File: src/decimal_text_to_scaled_time_unit_assert.svh
// ----------------------------------------------------------------------------
// Assertion macros for the decimal text to scaled time unit
// Shared property forms: same-cycle and next-cycle implication.
// ----------------------------------------------------------------------------
`ifndef DECIMAL_TEXT_TO_SCALED_TIME_UNIT_ASSERT_SVH
`define DECIMAL_TEXT_TO_SCALED_TIME_UNIT_ASSERT_SVH

// ante implies cons in the same cycle
`define DTST_ASSERT_NOW(label, ck, rn, ante, cons, msg) \
    label: assert property (@(posedge ck) disable iff (!rn) (ante) |-> (cons)) \
        else $error(msg);

// ante implies cons in the next cycle
`define DTST_ASSERT_NEXT(label, ck, rn, ante, cons, msg) \
    label: assert property (@(posedge ck) disable iff (!rn) (ante) |=> (cons)) \
        else $error(msg);

`endif

File: src/dtst_pkg.sv
// ----------------------------------------------------------------------------
// dtst_pkg
// Shared constants, command/status types and the power-of-ten table.
// ----------------------------------------------------------------------------
`timescale 1ns / 1ps

package dtst_pkg;

    // default configuration
    localparam int MAX_INTEGRAL_CHARS_DEF  = 20;
    localparam int MAX_FRACTION_DIGITS_DEF = 9;
    localparam int COUNT_BITS_DEF          = 16;

    // field widths
    localparam int CHAR_W   = 8;
    localparam int DP_W     = 8;
    localparam int TIME_W   = 64;
    localparam int TB_W     = 30;
    localparam int CHARS_W  = 16;
    localparam int FRAC_W   = 30;
    localparam int HALF_W   = 32;
    localparam int MUL_W    = HALF_W + TB_W;
    localparam int TDATA_W  = ((TIME_W + TB_W + CHARS_W + 7) / 8) * 8;
    localparam int PAD_W    = TDATA_W - (TIME_W + TB_W + CHARS_W);

    // divider: quotient always below 2^TB_W, so only TB_W steps are needed
    localparam int DIV_STEPS = TB_W;
    localparam int DCNT_W    = $clog2(DIV_STEPS + 1);

    localparam logic [DP_W-1:0] MAX_DP = 8'd9;

    // character codes
    localparam logic [CHAR_W-1:0] CH_NUL   = 8'h00;
    localparam logic [CHAR_W-1:0] CH_TAB   = 8'h09;
    localparam logic [CHAR_W-1:0] CH_CR    = 8'h0D;
    localparam logic [CHAR_W-1:0] CH_SPACE = 8'h20;
    localparam logic [CHAR_W-1:0] CH_MINUS = 8'h2D;
    localparam logic [CHAR_W-1:0] CH_DOT   = 8'h2E;
    localparam logic [CHAR_W-1:0] CH_ZERO  = 8'h30;
    localparam logic [CHAR_W-1:0] CH_NINE  = 8'h39;

    // integral magnitude limits
    localparam logic [TIME_W-1:0] MAG_LIMIT = 64'd922337203685477580;
    localparam logic [TIME_W-1:0] MAG_MIN   = 64'h8000_0000_0000_0000;
    localparam logic [TIME_W-1:0] INT_MAX   = 64'h7FFF_FFFF_FFFF_FFFF;

    // controller to datapath
    typedef struct packed {
        logic beat;       // input beat accepted
        logic restart;    // start of a new string: parse state reads as zero
        logic take_int;   // integral character
        logic take_frac;  // fraction digit
        logic adv;        // advance position
        logic commit;     // commit position to consumed count
        logic finish;     // terminator: snapshot for the result
        logic phase_ok;   // phase at terminator allows a valid result
        logic mul_f;      // multiply fraction by base
        logic mul_lo;     // multiply low half of integral by base
        logic mul_hi;     // multiply high half of integral by base
        logic acc_hi;     // add shifted high product
        logic div_step;   // one divider step
        logic load_out;   // load output register
    } cmd_t;

    // datapath to controller
    typedef struct packed {
        logic is_nul;
        logic is_ws;
        logic is_digit;
        logic is_minus;
        logic is_dot;
        logic int_full;
        logic frac_full;
        logic div_done;
        logic out_free;
    } status_t;

    // ten to the power idx, zero beyond nine
    function automatic logic [TB_W-1:0] pow10(input logic [3:0] idx);
        logic [TB_W-1:0] val;
        unique case (idx)
            4'd0:    val = 30'd1;
            4'd1:    val = 30'd10;
            4'd2:    val = 30'd100;
            4'd3:    val = 30'd1000;
            4'd4:    val = 30'd10000;
            4'd5:    val = 30'd100000;
            4'd6:    val = 30'd1000000;
            4'd7:    val = 30'd10000000;
            4'd8:    val = 30'd100000000;
            4'd9:    val = 30'd1000000000;
            default: val = '0;
        endcase
        return val;
    endfunction

endpackage

File: src/dtst_ctrl.sv
// ----------------------------------------------------------------------------
// dtst_ctrl
// Parse phase state machine and result computation sequencer.
// ----------------------------------------------------------------------------
`timescale 1ns / 1ps
`include "decimal_text_to_scaled_time_unit_assert.svh"

module dtst_ctrl (
    input  logic              clk,
    input  logic              rst_n,
    input  logic              in_valid,
    input  logic              in_first,
    output logic              in_ready,
    input  dtst_pkg::status_t sts,
    output dtst_pkg::cmd_t    cmd
);
    import dtst_pkg::*;

    typedef enum logic [12:0] {
        ST_IDLE     = 13'h0001,
        ST_WS       = 13'h0002,
        ST_INT      = 13'h0004,
        ST_DOT      = 13'h0008,
        ST_FRAC     = 13'h0010,
        ST_DONE_OK  = 13'h0020,
        ST_DONE_BAD = 13'h0040,
        ST_MUL_F    = 13'h0080,
        ST_MUL_LO   = 13'h0100,
        ST_MUL_HI   = 13'h0200,
        ST_ACC      = 13'h0400,
        ST_DIV      = 13'h0800,
        ST_SUM      = 13'h1000
    } state_t;

    state_t state_reg;
    state_t state_next;
    state_t eff_state;
    logic   parsing;
    logic   accept;

    // parse states take characters, compute states do not
    assign parsing = (state_reg == ST_IDLE) || (state_reg == ST_WS) ||
                     (state_reg == ST_INT) || (state_reg == ST_DOT) ||
                     (state_reg == ST_FRAC) || (state_reg == ST_DONE_OK) ||
                     (state_reg == ST_DONE_BAD);
    assign in_ready  = parsing;
    assign accept    = in_valid && in_ready;
    assign eff_state = in_first ? ST_WS : state_reg;

    // next state and commands
    always_comb
    begin
        cmd        = '0;
        state_next = state_reg;
        unique case (state_reg)
            ST_MUL_F:
            begin
                cmd.mul_f  = 1'b1;
                state_next = ST_MUL_LO;
            end
            ST_MUL_LO:
            begin
                cmd.mul_lo = 1'b1;
                state_next = ST_MUL_HI;
            end
            ST_MUL_HI:
            begin
                cmd.mul_hi = 1'b1;
                state_next = ST_ACC;
            end
            ST_ACC:
            begin
                cmd.acc_hi = 1'b1;
                state_next = ST_DIV;
            end
            ST_DIV:
            begin
                if (sts.div_done)
                begin
                    state_next = ST_SUM;
                end
                else
                begin
                    cmd.div_step = 1'b1;
                end
            end
            ST_SUM:
            begin
                if (sts.out_free)
                begin
                    cmd.load_out = 1'b1;
                    state_next   = ST_IDLE;
                end
            end
            default:
            begin
                // parse states
                if (accept && (eff_state != ST_IDLE))
                begin
                    cmd.beat    = 1'b1;
                    cmd.restart = in_first;
                    if (sts.is_nul)
                    begin
                        cmd.finish   = 1'b1;
                        cmd.phase_ok = (eff_state == ST_INT) || (eff_state == ST_FRAC) ||
                                       (eff_state == ST_DONE_OK);
                        state_next   = ST_MUL_F;
                    end
                    else
                    begin
                        state_next = eff_state;
                        priority case (eff_state)
                            ST_WS:
                            begin
                                if (sts.is_ws)
                                begin
                                    cmd.adv = 1'b1;
                                end
                                else if (sts.is_minus || sts.is_digit)
                                begin
                                    cmd.take_int = 1'b1;
                                    cmd.adv      = 1'b1;
                                    cmd.commit   = 1'b1;
                                    state_next   = ST_INT;
                                end
                                else
                                begin
                                    state_next = ST_DONE_BAD;
                                end
                            end
                            ST_INT:
                            begin
                                if ((sts.is_minus || sts.is_digit) && !sts.int_full)
                                begin
                                    cmd.take_int = 1'b1;
                                    cmd.adv      = 1'b1;
                                    cmd.commit   = 1'b1;
                                end
                                else if (sts.is_dot)
                                begin
                                    cmd.adv    = 1'b1;
                                    cmd.commit = 1'b1;
                                    state_next = ST_DOT;
                                end
                                else
                                begin
                                    state_next = ST_DONE_OK;
                                end
                            end
                            ST_DOT, ST_FRAC:
                            begin
                                if (sts.is_digit && !sts.frac_full)
                                begin
                                    cmd.take_frac = 1'b1;
                                    cmd.adv       = 1'b1;
                                    cmd.commit    = 1'b1;
                                    state_next    = ST_FRAC;
                                end
                                else if (eff_state == ST_DOT)
                                begin
                                    state_next = ST_DONE_BAD;
                                end
                                else
                                begin
                                    state_next = ST_DONE_OK;
                                end
                            end
                            default:
                            begin
                                // number ended: ignore until terminator
                            end
                        endcase
                    end
                end
            end
        endcase
    end

    // state register
    always_ff @(posedge clk or negedge rst_n)
    begin
        if (!rst_n)
        begin
            state_reg <= ST_IDLE;
        end
        else
        begin
            state_reg <= state_next;
        end
    end

    `DTST_ASSERT_NEXT(a_finish_starts_mul, clk, rst_n, cmd.finish,
        state_reg == ST_MUL_F, "terminator did not start the result sequence")
    `DTST_ASSERT_NEXT(a_load_returns_idle, clk, rst_n, cmd.load_out,
        state_reg == ST_IDLE, "result load did not return to idle")
    `DTST_ASSERT_NEXT(a_div_done_to_sum, clk, rst_n, (state_reg == ST_DIV) && sts.div_done,
        state_reg == ST_SUM, "divider completion did not move to final sum")

endmodule

File: src/dtst_datapath.sv
// ----------------------------------------------------------------------------
// dtst_datapath
// Parse registers, shared multiplier, restoring divider and output register.
// ----------------------------------------------------------------------------
`timescale 1ns / 1ps
`include "decimal_text_to_scaled_time_unit_assert.svh"

module dtst_datapath #(
    parameter int MAX_INTEGRAL_CHARS  = dtst_pkg::MAX_INTEGRAL_CHARS_DEF,
    parameter int MAX_FRACTION_DIGITS = dtst_pkg::MAX_FRACTION_DIGITS_DEF,
    parameter int COUNT_BITS          = dtst_pkg::COUNT_BITS_DEF
) (
    input  logic                                 clk,
    input  logic                                 rst_n,
    input  logic                                 cfg_we,
    input  logic [dtst_pkg::DP_W-1:0]            cfg_wdata,
    input  logic [dtst_pkg::CHAR_W-1:0]          in_char,
    input  dtst_pkg::cmd_t                       cmd,
    output dtst_pkg::status_t                    sts,
    input  logic                                 out_ready,
    output logic                                 out_valid,
    output logic                                 out_valid_res,
    output logic signed [dtst_pkg::TIME_W-1:0]   out_time,
    output logic [dtst_pkg::TB_W-1:0]            out_timebase,
    output logic [dtst_pkg::CHARS_W-1:0]         out_chars
);
    import dtst_pkg::*;

    localparam int ICNT_W = $clog2(MAX_INTEGRAL_CHARS + 1);
    localparam int FCNT_W = $clog2(MAX_FRACTION_DIGITS + 1);

    // configuration
    logic [DP_W-1:0]       dp_reg;

    // parse state
    logic [TIME_W-1:0]     mag_reg, mag_next;
    logic                  ovf_reg, ovf_next;
    logic                  neg_reg, neg_next;
    logic                  mal_reg, mal_next;
    logic                  seen_reg, seen_next;
    logic [ICNT_W-1:0]     icnt_reg, icnt_next;
    logic [FRAC_W-1:0]     frac_reg, frac_next;
    logic [FCNT_W-1:0]     fcnt_reg, fcnt_next;
    logic [COUNT_BITS-1:0] pos_reg, pos_next;
    logic [COUNT_BITS-1:0] com_reg, com_next;

    // current values, zero on a new string
    logic [TIME_W-1:0]     cur_mag;
    logic                  cur_ovf, cur_neg, cur_mal, cur_seen;
    logic [ICNT_W-1:0]     cur_icnt;
    logic [FRAC_W-1:0]     cur_frac;
    logic [FCNT_W-1:0]     cur_fcnt;
    logic [COUNT_BITS-1:0] cur_pos, cur_com, pos_adv;

    logic [3:0]            digit;
    logic [TIME_W-1:0]     mag_x10;
    logic [TIME_W-1:0]     v_sat;

    // result computation
    logic                  ok_reg;
    logic                  rneg_reg;
    logic [TIME_W-1:0]     v_reg;
    logic [FRAC_W-1:0]     rfrac_reg;
    logic [FCNT_W-1:0]     rfcnt_reg;
    logic [COUNT_BITS-1:0] rcnt_reg;
    logic [TB_W-1:0]       base_reg;
    logic [HALF_W-1:0]     mul_a;
    logic [MUL_W-1:0]      mul_reg;
    logic [TIME_W-1:0]     acc_reg;
    logic [TB_W-1:0]       rem_reg, rem_next;
    logic [TB_W-1:0]       dq_reg, dq_next;
    logic [DCNT_W-1:0]     dcnt_reg;
    logic [TB_W-1:0]       div_d;
    logic [TB_W:0]         rem_sh;
    logic [TIME_W-1:0]     fpart;
    logic [TIME_W-1:0]     sum;

    // output register
    logic                  out_valid_reg;
    logic                  out_ok_reg;
    logic [TIME_W-1:0]     out_time_reg;
    logic [TB_W-1:0]       out_tb_reg;
    logic [CHARS_W-1:0]    out_chars_reg;

    // character classes
    assign sts.is_nul    = (in_char == CH_NUL);
    assign sts.is_ws     = (in_char == CH_SPACE) || ((in_char >= CH_TAB) && (in_char <= CH_CR));
    assign sts.is_digit  = (in_char >= CH_ZERO) && (in_char <= CH_NINE);
    assign sts.is_minus  = (in_char == CH_MINUS);
    assign sts.is_dot    = (in_char == CH_DOT);
    assign sts.int_full  = (icnt_reg == ICNT_W'(MAX_INTEGRAL_CHARS));
    assign sts.frac_full = (fcnt_reg == FCNT_W'(MAX_FRACTION_DIGITS));
    assign sts.div_done  = (dcnt_reg == DCNT_W'(DIV_STEPS));
    assign sts.out_free  = !out_valid_reg || out_ready;

    assign digit = 4'(in_char - CH_ZERO);

    // current parse values
    assign cur_mag  = cmd.restart ? '0 : mag_reg;
    assign cur_ovf  = cmd.restart ? 1'b0 : ovf_reg;
    assign cur_neg  = cmd.restart ? 1'b0 : neg_reg;
    assign cur_mal  = cmd.restart ? 1'b0 : mal_reg;
    assign cur_seen = cmd.restart ? 1'b0 : seen_reg;
    assign cur_icnt = cmd.restart ? '0 : icnt_reg;
    assign cur_frac = cmd.restart ? '0 : frac_reg;
    assign cur_fcnt = cmd.restart ? '0 : fcnt_reg;
    assign cur_pos  = cmd.restart ? '0 : pos_reg;
    assign cur_com  = cmd.restart ? '0 : com_reg;

    // saturating position count
    assign pos_adv  = (&cur_pos) ? cur_pos : cur_pos + 1'b1;
    assign mag_x10  = {cur_mag[TIME_W-4:0], 3'b000} + {cur_mag[TIME_W-2:0], 1'b0} +
                      TIME_W'(digit);

    // parse register update
    always_comb
    begin
        mag_next  = cur_mag;
        ovf_next  = cur_ovf;
        neg_next  = cur_neg;
        mal_next  = cur_mal;
        seen_next = cur_seen;
        icnt_next = cur_icnt;
        frac_next = cur_frac;
        fcnt_next = cur_fcnt;
        pos_next  = cmd.adv ? pos_adv : cur_pos;
        com_next  = cmd.commit ? pos_adv : cur_com;
        if (cmd.take_int)
        begin
            icnt_next = cur_icnt + 1'b1;
            if (sts.is_minus)
            begin
                if (cur_icnt == '0)
                begin
                    neg_next = 1'b1;
                end
                else
                begin
                    mal_next = 1'b1;
                end
            end
            else
            begin
                seen_next = 1'b1;
                if (!cur_ovf)
                begin
                    if (cur_mag > MAG_LIMIT)
                    begin
                        ovf_next = 1'b1;
                    end
                    else
                    begin
                        mag_next = mag_x10;
                        ovf_next = (mag_x10 > MAG_MIN);
                    end
                end
            end
        end
        if (cmd.take_frac)
        begin
            frac_next = {cur_frac[FRAC_W-4:0], 3'b000} + {cur_frac[FRAC_W-2:0], 1'b0} +
                        FRAC_W'(digit);
            fcnt_next = cur_fcnt + 1'b1;
        end
    end

    // integral value clamped to the int64 range of its sign
    always_comb
    begin
        if (cur_neg)
        begin
            v_sat = (cur_ovf || (cur_mag >= MAG_MIN)) ? MAG_MIN : (TIME_W'(0) - cur_mag);
        end
        else
        begin
            v_sat = (cur_ovf || (cur_mag > INT_MAX)) ? INT_MAX : cur_mag;
        end
    end

    // configuration and parse registers
    always_ff @(posedge clk or negedge rst_n)
    begin
        if (!rst_n)
        begin
            dp_reg   <= '0;
            mag_reg  <= '0;
            ovf_reg  <= 1'b0;
            neg_reg  <= 1'b0;
            mal_reg  <= 1'b0;
            seen_reg <= 1'b0;
            icnt_reg <= '0;
            frac_reg <= '0;
            fcnt_reg <= '0;
            pos_reg  <= '0;
            com_reg  <= '0;
        end
        else
        begin
            if (cfg_we)
            begin
                dp_reg <= cfg_wdata;
            end
            if (cmd.beat)
            begin
                mag_reg  <= mag_next;
                ovf_reg  <= ovf_next;
                neg_reg  <= neg_next;
                mal_reg  <= mal_next;
                seen_reg <= seen_next;
                icnt_reg <= icnt_next;
                frac_reg <= frac_next;
                fcnt_reg <= fcnt_next;
                pos_reg  <= pos_next;
                com_reg  <= com_next;
            end
        end
    end

    // snapshot at terminator
    always_ff @(posedge clk)
    begin
        if (cmd.finish)
        begin
            ok_reg    <= cmd.phase_ok && cur_seen && !cur_mal && (dp_reg <= MAX_DP);
            rneg_reg  <= cur_neg;
            v_reg     <= v_sat;
            rfrac_reg <= cur_frac;
            rfcnt_reg <= cur_fcnt;
            rcnt_reg  <= cur_com;
            base_reg  <= (dp_reg <= MAX_DP) ? pow10(dp_reg[3:0]) : '0;
        end
    end

    // shared multiplier operand
    always_comb
    begin
        priority if (cmd.mul_f)
        begin
            mul_a = HALF_W'(rfrac_reg);
        end
        else if (cmd.mul_lo)
        begin
            mul_a = v_reg[HALF_W-1:0];
        end
        else
        begin
            mul_a = v_reg[TIME_W-1:HALF_W];
        end
    end

    // restoring divider step
    assign div_d  = pow10(4'(rfcnt_reg));
    assign rem_sh = {rem_reg, dq_reg[TB_W-1]};
    always_comb
    begin
        if (rem_sh >= {1'b0, div_d})
        begin
            rem_next = TB_W'(rem_sh - {1'b0, div_d});
            dq_next  = {dq_reg[TB_W-2:0], 1'b1};
        end
        else
        begin
            rem_next = rem_sh[TB_W-1:0];
            dq_next  = {dq_reg[TB_W-2:0], 1'b0};
        end
    end

    // multiply, accumulate and divide sequence
    always_ff @(posedge clk)
    begin
        if (cmd.mul_f || cmd.mul_lo || cmd.mul_hi)
        begin
            mul_reg <= MUL_W'(mul_a) * MUL_W'(base_reg);
        end
        if (cmd.mul_hi)
        begin
            acc_reg <= TIME_W'(mul_reg);
        end
        else if (cmd.acc_hi)
        begin
            acc_reg <= acc_reg + {mul_reg[HALF_W-1:0], {HALF_W{1'b0}}};
        end
        if (cmd.mul_lo)
        begin
            // quotient stays below 2^TB_W, so the top half seeds the remainder
            rem_reg <= mul_reg[2*TB_W-1:TB_W];
            dq_reg  <= mul_reg[TB_W-1:0];
        end
        else if (cmd.div_step)
        begin
            rem_reg <= rem_next;
            dq_reg  <= dq_next;
        end
    end

    // divider step counter
    always_ff @(posedge clk or negedge rst_n)
    begin
        if (!rst_n)
        begin
            dcnt_reg <= '0;
        end
        else if (cmd.mul_lo)
        begin
            dcnt_reg <= '0;
        end
        else if (cmd.div_step)
        begin
            dcnt_reg <= dcnt_reg + 1'b1;
        end
    end

    // signed fraction add
    assign fpart = (rfcnt_reg == '0) ? '0 : TIME_W'(dq_reg);
    assign sum   = acc_reg + (fpart ^ {TIME_W{rneg_reg}}) + TIME_W'(rneg_reg);

    // output register
    always_ff @(posedge clk or negedge rst_n)
    begin
        if (!rst_n)
        begin
            out_valid_reg <= 1'b0;
        end
        else if (cmd.load_out)
        begin
            out_valid_reg <= 1'b1;
        end
        else if (out_ready)
        begin
            out_valid_reg <= 1'b0;
        end
    end

    always_ff @(posedge clk)
    begin
        if (cmd.load_out)
        begin
            out_ok_reg    <= ok_reg;
            out_time_reg  <= ok_reg ? sum : '0;
            out_tb_reg    <= ok_reg ? base_reg : '0;
            out_chars_reg <= CHARS_W'(rcnt_reg);
        end
    end

    assign out_valid     = out_valid_reg;
    assign out_valid_res = out_ok_reg;
    assign out_time      = $signed(out_time_reg);
    assign out_timebase  = out_tb_reg;
    assign out_chars     = out_chars_reg;

    `DTST_ASSERT_NOW(a_invalid_zero, clk, rst_n, out_valid_reg && !out_ok_reg,
        (out_time_reg == '0) && (out_tb_reg == '0), "invalid result carries nonzero value")
    `DTST_ASSERT_NOW(a_valid_base, clk, rst_n, out_valid_reg && out_ok_reg,
        out_tb_reg != '0, "valid result has zero timebase")

endmodule

File: src/decimal_text_to_scaled_time_unit.sv
// ----------------------------------------------------------------------------
// decimal_text_to_scaled_time_unit
// Characters other than the terminator: one beat per cycle, no result.
// Terminator: multiply, accumulate and the 30-step restoring divider for the
// fraction produce the result on the output. Input stalls meanwhile.
// Reset (rst_n low, asynchronous): idle, timebase exponent 0, no result pending.
// ----------------------------------------------------------------------------
`timescale 1ns / 1ps

module decimal_text_to_scaled_time_unit #(
    parameter int MAX_INTEGRAL_CHARS  = dtst_pkg::MAX_INTEGRAL_CHARS_DEF,
    parameter int MAX_FRACTION_DIGITS = dtst_pkg::MAX_FRACTION_DIGITS_DEF,
    parameter int COUNT_BITS          = dtst_pkg::COUNT_BITS_DEF
) (
    input  logic                            clk,
    input  logic                            rst_n,
    // configuration: timebase exponent
    input  logic                            cfg_we,
    input  logic [dtst_pkg::DP_W-1:0]       cfg_wdata,
    // character stream
    input  logic                            s_axis_tvalid,
    output logic                            s_axis_tready,
    input  logic [dtst_pkg::CHAR_W-1:0]     s_axis_tdata,  // [7:0] char_code
    input  logic                            s_axis_tuser,  // [0] first
    // result stream
    output logic                            m_axis_tvalid,
    input  logic                            m_axis_tready,
    output logic [dtst_pkg::TDATA_W-1:0]    m_axis_tdata,  // [63:0] time_value,
                                                           // [93:64] timebase,
                                                           // [109:94] chars_consumed
    output logic                            m_axis_tuser   // [0] valid_res
);
    import dtst_pkg::*;

    cmd_t                      cmd;
    status_t                   sts;
    logic signed [TIME_W-1:0]  res_time;
    logic [TB_W-1:0]           res_tb;
    logic [CHARS_W-1:0]        res_chars;

    // controller
    dtst_ctrl u_ctrl (
        .clk      (clk),
        .rst_n    (rst_n),
        .in_valid (s_axis_tvalid),
        .in_first (s_axis_tuser),
        .in_ready (s_axis_tready),
        .sts      (sts),
        .cmd      (cmd)
    );

    // datapath
    dtst_datapath #(
        .MAX_INTEGRAL_CHARS  (MAX_INTEGRAL_CHARS),
        .MAX_FRACTION_DIGITS (MAX_FRACTION_DIGITS),
        .COUNT_BITS          (COUNT_BITS)
    ) u_datapath (
        .clk           (clk),
        .rst_n         (rst_n),
        .cfg_we        (cfg_we),
        .cfg_wdata     (cfg_wdata),
        .in_char       (s_axis_tdata),
        .cmd           (cmd),
        .sts           (sts),
        .out_ready     (m_axis_tready),
        .out_valid     (m_axis_tvalid),
        .out_valid_res (m_axis_tuser),
        .out_time      (res_time),
        .out_timebase  (res_tb),
        .out_chars     (res_chars)
    );

    // pack result beat
    assign m_axis_tdata = {{PAD_W{1'b0}}, res_chars, res_tb, res_time};

endmodule
File: config.mk
export PLATFORM = sky130hd
export DESIGN_NAME = decimal_text_to_scaled_time_unit
export DESIGN_NICKNAME = d
export VERILOG_FILES = /design/src/dtst_pkg.sv /design/src/dtst_ctrl.sv /design/src/dtst_datapath.sv /design/src/decimal_text_to_scaled_time_unit.sv
export VERILOG_INCLUDE_DIRS = /design/src /design/src/src
export SDC_FILE = /design/constraint.sdc
export NUM_CORES = 2
export LEC_CHECK = 0
export ABC_CLOCK_PERIOD_IN_PS = 12550
export BUFFER_PORTS_ARGS = -buffer_cell sky130_fd_sc_hd__buf_2
export CORE_ASPECT_RATIO = 0.7
export CORE_MARGIN = 4
export CORE_UTILIZATION = 60
export CTS_CLUSTER_SIZE = 20
export DETAILED_ROUTE_END_ITERATION = 8
export PLACE_DENSITY = 0.77
export SKIP_CTS_REPAIR_TIMING = 1
export SYNTH_ARGS = -nofsm -noshare
export SYNTH_HDL_FRONTEND = slang
export SYNTH_SLANG_ARGS = --single-unit
File: constraint.sdc
create_clock -name clk -period 12.55 [get_ports clk]
set_clock_uncertainty 0.05 [all_clocks]
set_input_delay 0.6275 -clock clk [delete_from_list [all_inputs] [get_ports clk]]
set_output_delay 0.6275 -clock clk [all_outputs]
set_load 0.1 [all_outputs]
==> flow_summary.ini <==
[run_status]
status = finished, violations left
violations = DRC

[routing]
wl_met2_um = 87500
drc_errors = 1
via_count = 56600
drt_iter0_markers = 6450
first_pass_iters = 9
wl_met3_um = 23700
via_per_inst = 6.12
routed_wl_um = 206000
final_antenna_net_count = 0
routedWlPerCell_um = 22.3
dr.max_layer_used = met5
m1WireLength_um = 88400

[hold_path]
min_to = u_datapath.dp_reg[4]
hp-class = in -> reg
min_path_cells = 2
hp-start = cfg_wdata[4]

[sta]
finalSetupViolCount = 0
worst_slack_ns = 0.987
maxSlewHeadroom_pct = 13.3
worst_slew_pin_slew_ns = 1.28
final_hold_viol_count = 0
min_period_ns = 11.56
max_clock_freq_ghz = 0.0865
tns_ns = 0
report.final.slew_viol_count = 0
rsz0062_at_grt = no
min_period_over_period_pct = 92.1
holdWs_ns = 0.151

[clock_tree]
cts_tree = done
cts_sinks = 618
htree_levels = 3
numCtsBuffers = 69
cts.path.max_buffers = 3
path_clk_slew_ns = 0.06
clock_latency_ns = 0.67
cts_root_buffer = clkbuf_16

[logic_synthesis]
synthSimpleGateAreaFrac_pct = 17.6
synth_compound_gate_area_share_pct = 12.2
synth_warnings = 0
synth_area_per_cell_um2 = 9.28
synth-edff-count = 427
synth_top_area_share_pct = 23.1
synthTopCellsByCount = inv_1 (1038), nand2_1 (869), fa_1 (822)
ys_seq_area_share_pct = 24.5
netlist_instances = 7681
synth_fa_ha_area_share_pct = 33.3
synth_mux_area_share_pct = 1.20
synth-seq-cells = 618
synth.most_common_cell = inv_1
async_reset_ff_share_pct = 26.9
synthFlopType = edfxtp_1
synth_area_mm2 = 0.0713
synth_xor_area_share_pct = 3.76
ys_types = 101
yosysTopAreaCell = fa_1
synth_top_cells_by_area = fa_1 (23%), edfxtp_1 (18%), ha_1 (10%)
synth_top_family_by_area = adder cells

[die]
rows = 105
core-area_mm2 = 0.118
dieArea_mm2 = 0.124
die_h_um = 296
dieWidth_um = 420
initial_core_util_pct = 60.6
ioPinCount = 137

[critical_path]
critical_path_buf_inv_count = 6
cpLargestDelayFamily = adder cells
cp_common_cell = fa_1
slowest_delay_ns = 0.78
worstSetupStartpointType = flop
required_ns = 12.88
arrival_ns = 11.90
ff2ff_path_depth = 33
slowest_stage = a21oi_2
r2r-end = u_datapath.mul_reg[61]
r2r_slack_ns = 0.99
r2r-start = u_ctrl.state_reg[6]
cp.depth = 33
path_class = reg -> reg
endpoint_kind = flop
cp_max_fo = 13

[place]
dpl.cell_count = 9110
dp_hpwl_um = 161000
pre_cts_slack_ns = 1.45
placed_cell_area_mm2 = 0.0734
gp_routability_congestion = 0.981
port-buffer-count = 134

[final_layout]
multi_input_area_mm2 = 0.0486
seqCellArea_mm2 = 0.0175
instances_no_fill = 9241
post-route-util_pct = 64.5
fillers = 9501
syn_to_final_growth_pct = 6.39
fin_area_mm2 = 0.0758
drive_gt1_share_pct = 6.10
final_nets = 9055

[pwr]
irDropWorstVdd_mv = 0.0833
power_mw = 4.35
p_leak_nw = 35.4
powerDensity_mw_per_mm2 = 57.4

[grt]
grt_usage_pct = 33.4
antenna_found_initial = 7
grt_overflow = 0
grt_max_degree = 84
grt_pass1_wl_um = 324000
grt_pass1_vias = 56100

[flow_run]
timing.max_cap.violations = 0
==> where the power goes <==
group | total, mW | switching [mW] | internal [mW]
clock network | 2.14 | 0.930 | 1.21
logic | 0.0424 | 0.0317 | 0.0106
registers | 2.16 | 0.00357 | 2.16
==> per-layer routing <==
metal | vias up | global-route usage (%)
met2 | 2988 | 48.8
met1 | 27800 | 49.4
met3 | 376 | 8.11
met4 | 2 | 10.0
met5 | - | 0
li1 | 25400 | -
==> layout by cell type, fill, tap and decap left out, types with 36 or more instances in the layout <==
master     count
a21o_1       191
dfrtp_1      165
buf_4        103
nand4_1       66
edfxtp_1     427
xor2_1       121
and3_1        49
nor3_1       107
o21a_1        37
o21ai_0      341
and2_1       645
fa_1         822
mux2i_1       62
nand2_1      868
o31ai_1       36
inv_1       1036
a21oi_1      336
nor2_1       394
buf_2        133
xnor2_1      185
a211oi_1      36
a31oi_1       49
nand2b_1      46
ha_1         580
nand3_1      110
o21bai_1      36
clkbuf_16     70
==> how the worst max path moves through the flow <==
stage	startpoint	to	slack, ns
2_1_floorplan	u_ctrl.state_reg[5]	u_datapath.mul_reg[59]	2.88
3_3_place_gp	u_ctrl.state_reg[6]	u_datapath.mul_reg[61]	1.73
3_5_place_dp	u_ctrl.state_reg[6]	u_datapath.mul_reg[61]	1.45
4_1_cts	u_ctrl.state_reg[6]	u_datapath.mul_reg[61]	1.37
5_1_grt	u_ctrl.state_reg[6]	u_datapath.mul_reg[61]	0.62
6_report	u_ctrl.state_reg[6]	u_datapath.mul_reg[61]	0.99
==> worst reg2reg max path, delay by kind of cell (launching register included) <==
kind / cells / cell delay, ns
simple gates: 11 / 2.77
buf+inv: 6 / 1.01
flops: 1 / 0.44
compound gates: 5 / 2.25
fa+ha+maj: 9 / 4.45
mux: 2 / 0.34
==> logic make-up after synthesis <==
family | Yosys count
fa+ha+maj | 1402
other cells | 1
simple gates | 2513
xor+xnor | 306
flops | 618
compound gates | 1357
mux | 83
buf+inv | 1401
==> final cells by class <==
class	count	share of cell area, %
multi-input combinational	5663	64.1
sequential	618	23.1
inverter	1040	5.16
tap	1551	2.56
clock buffer	84	2.42
timing repair buffer	239	1.95
clock inverter	42	0.703
antenna	4	0.0132
Power figures use the tool's default switching activity.
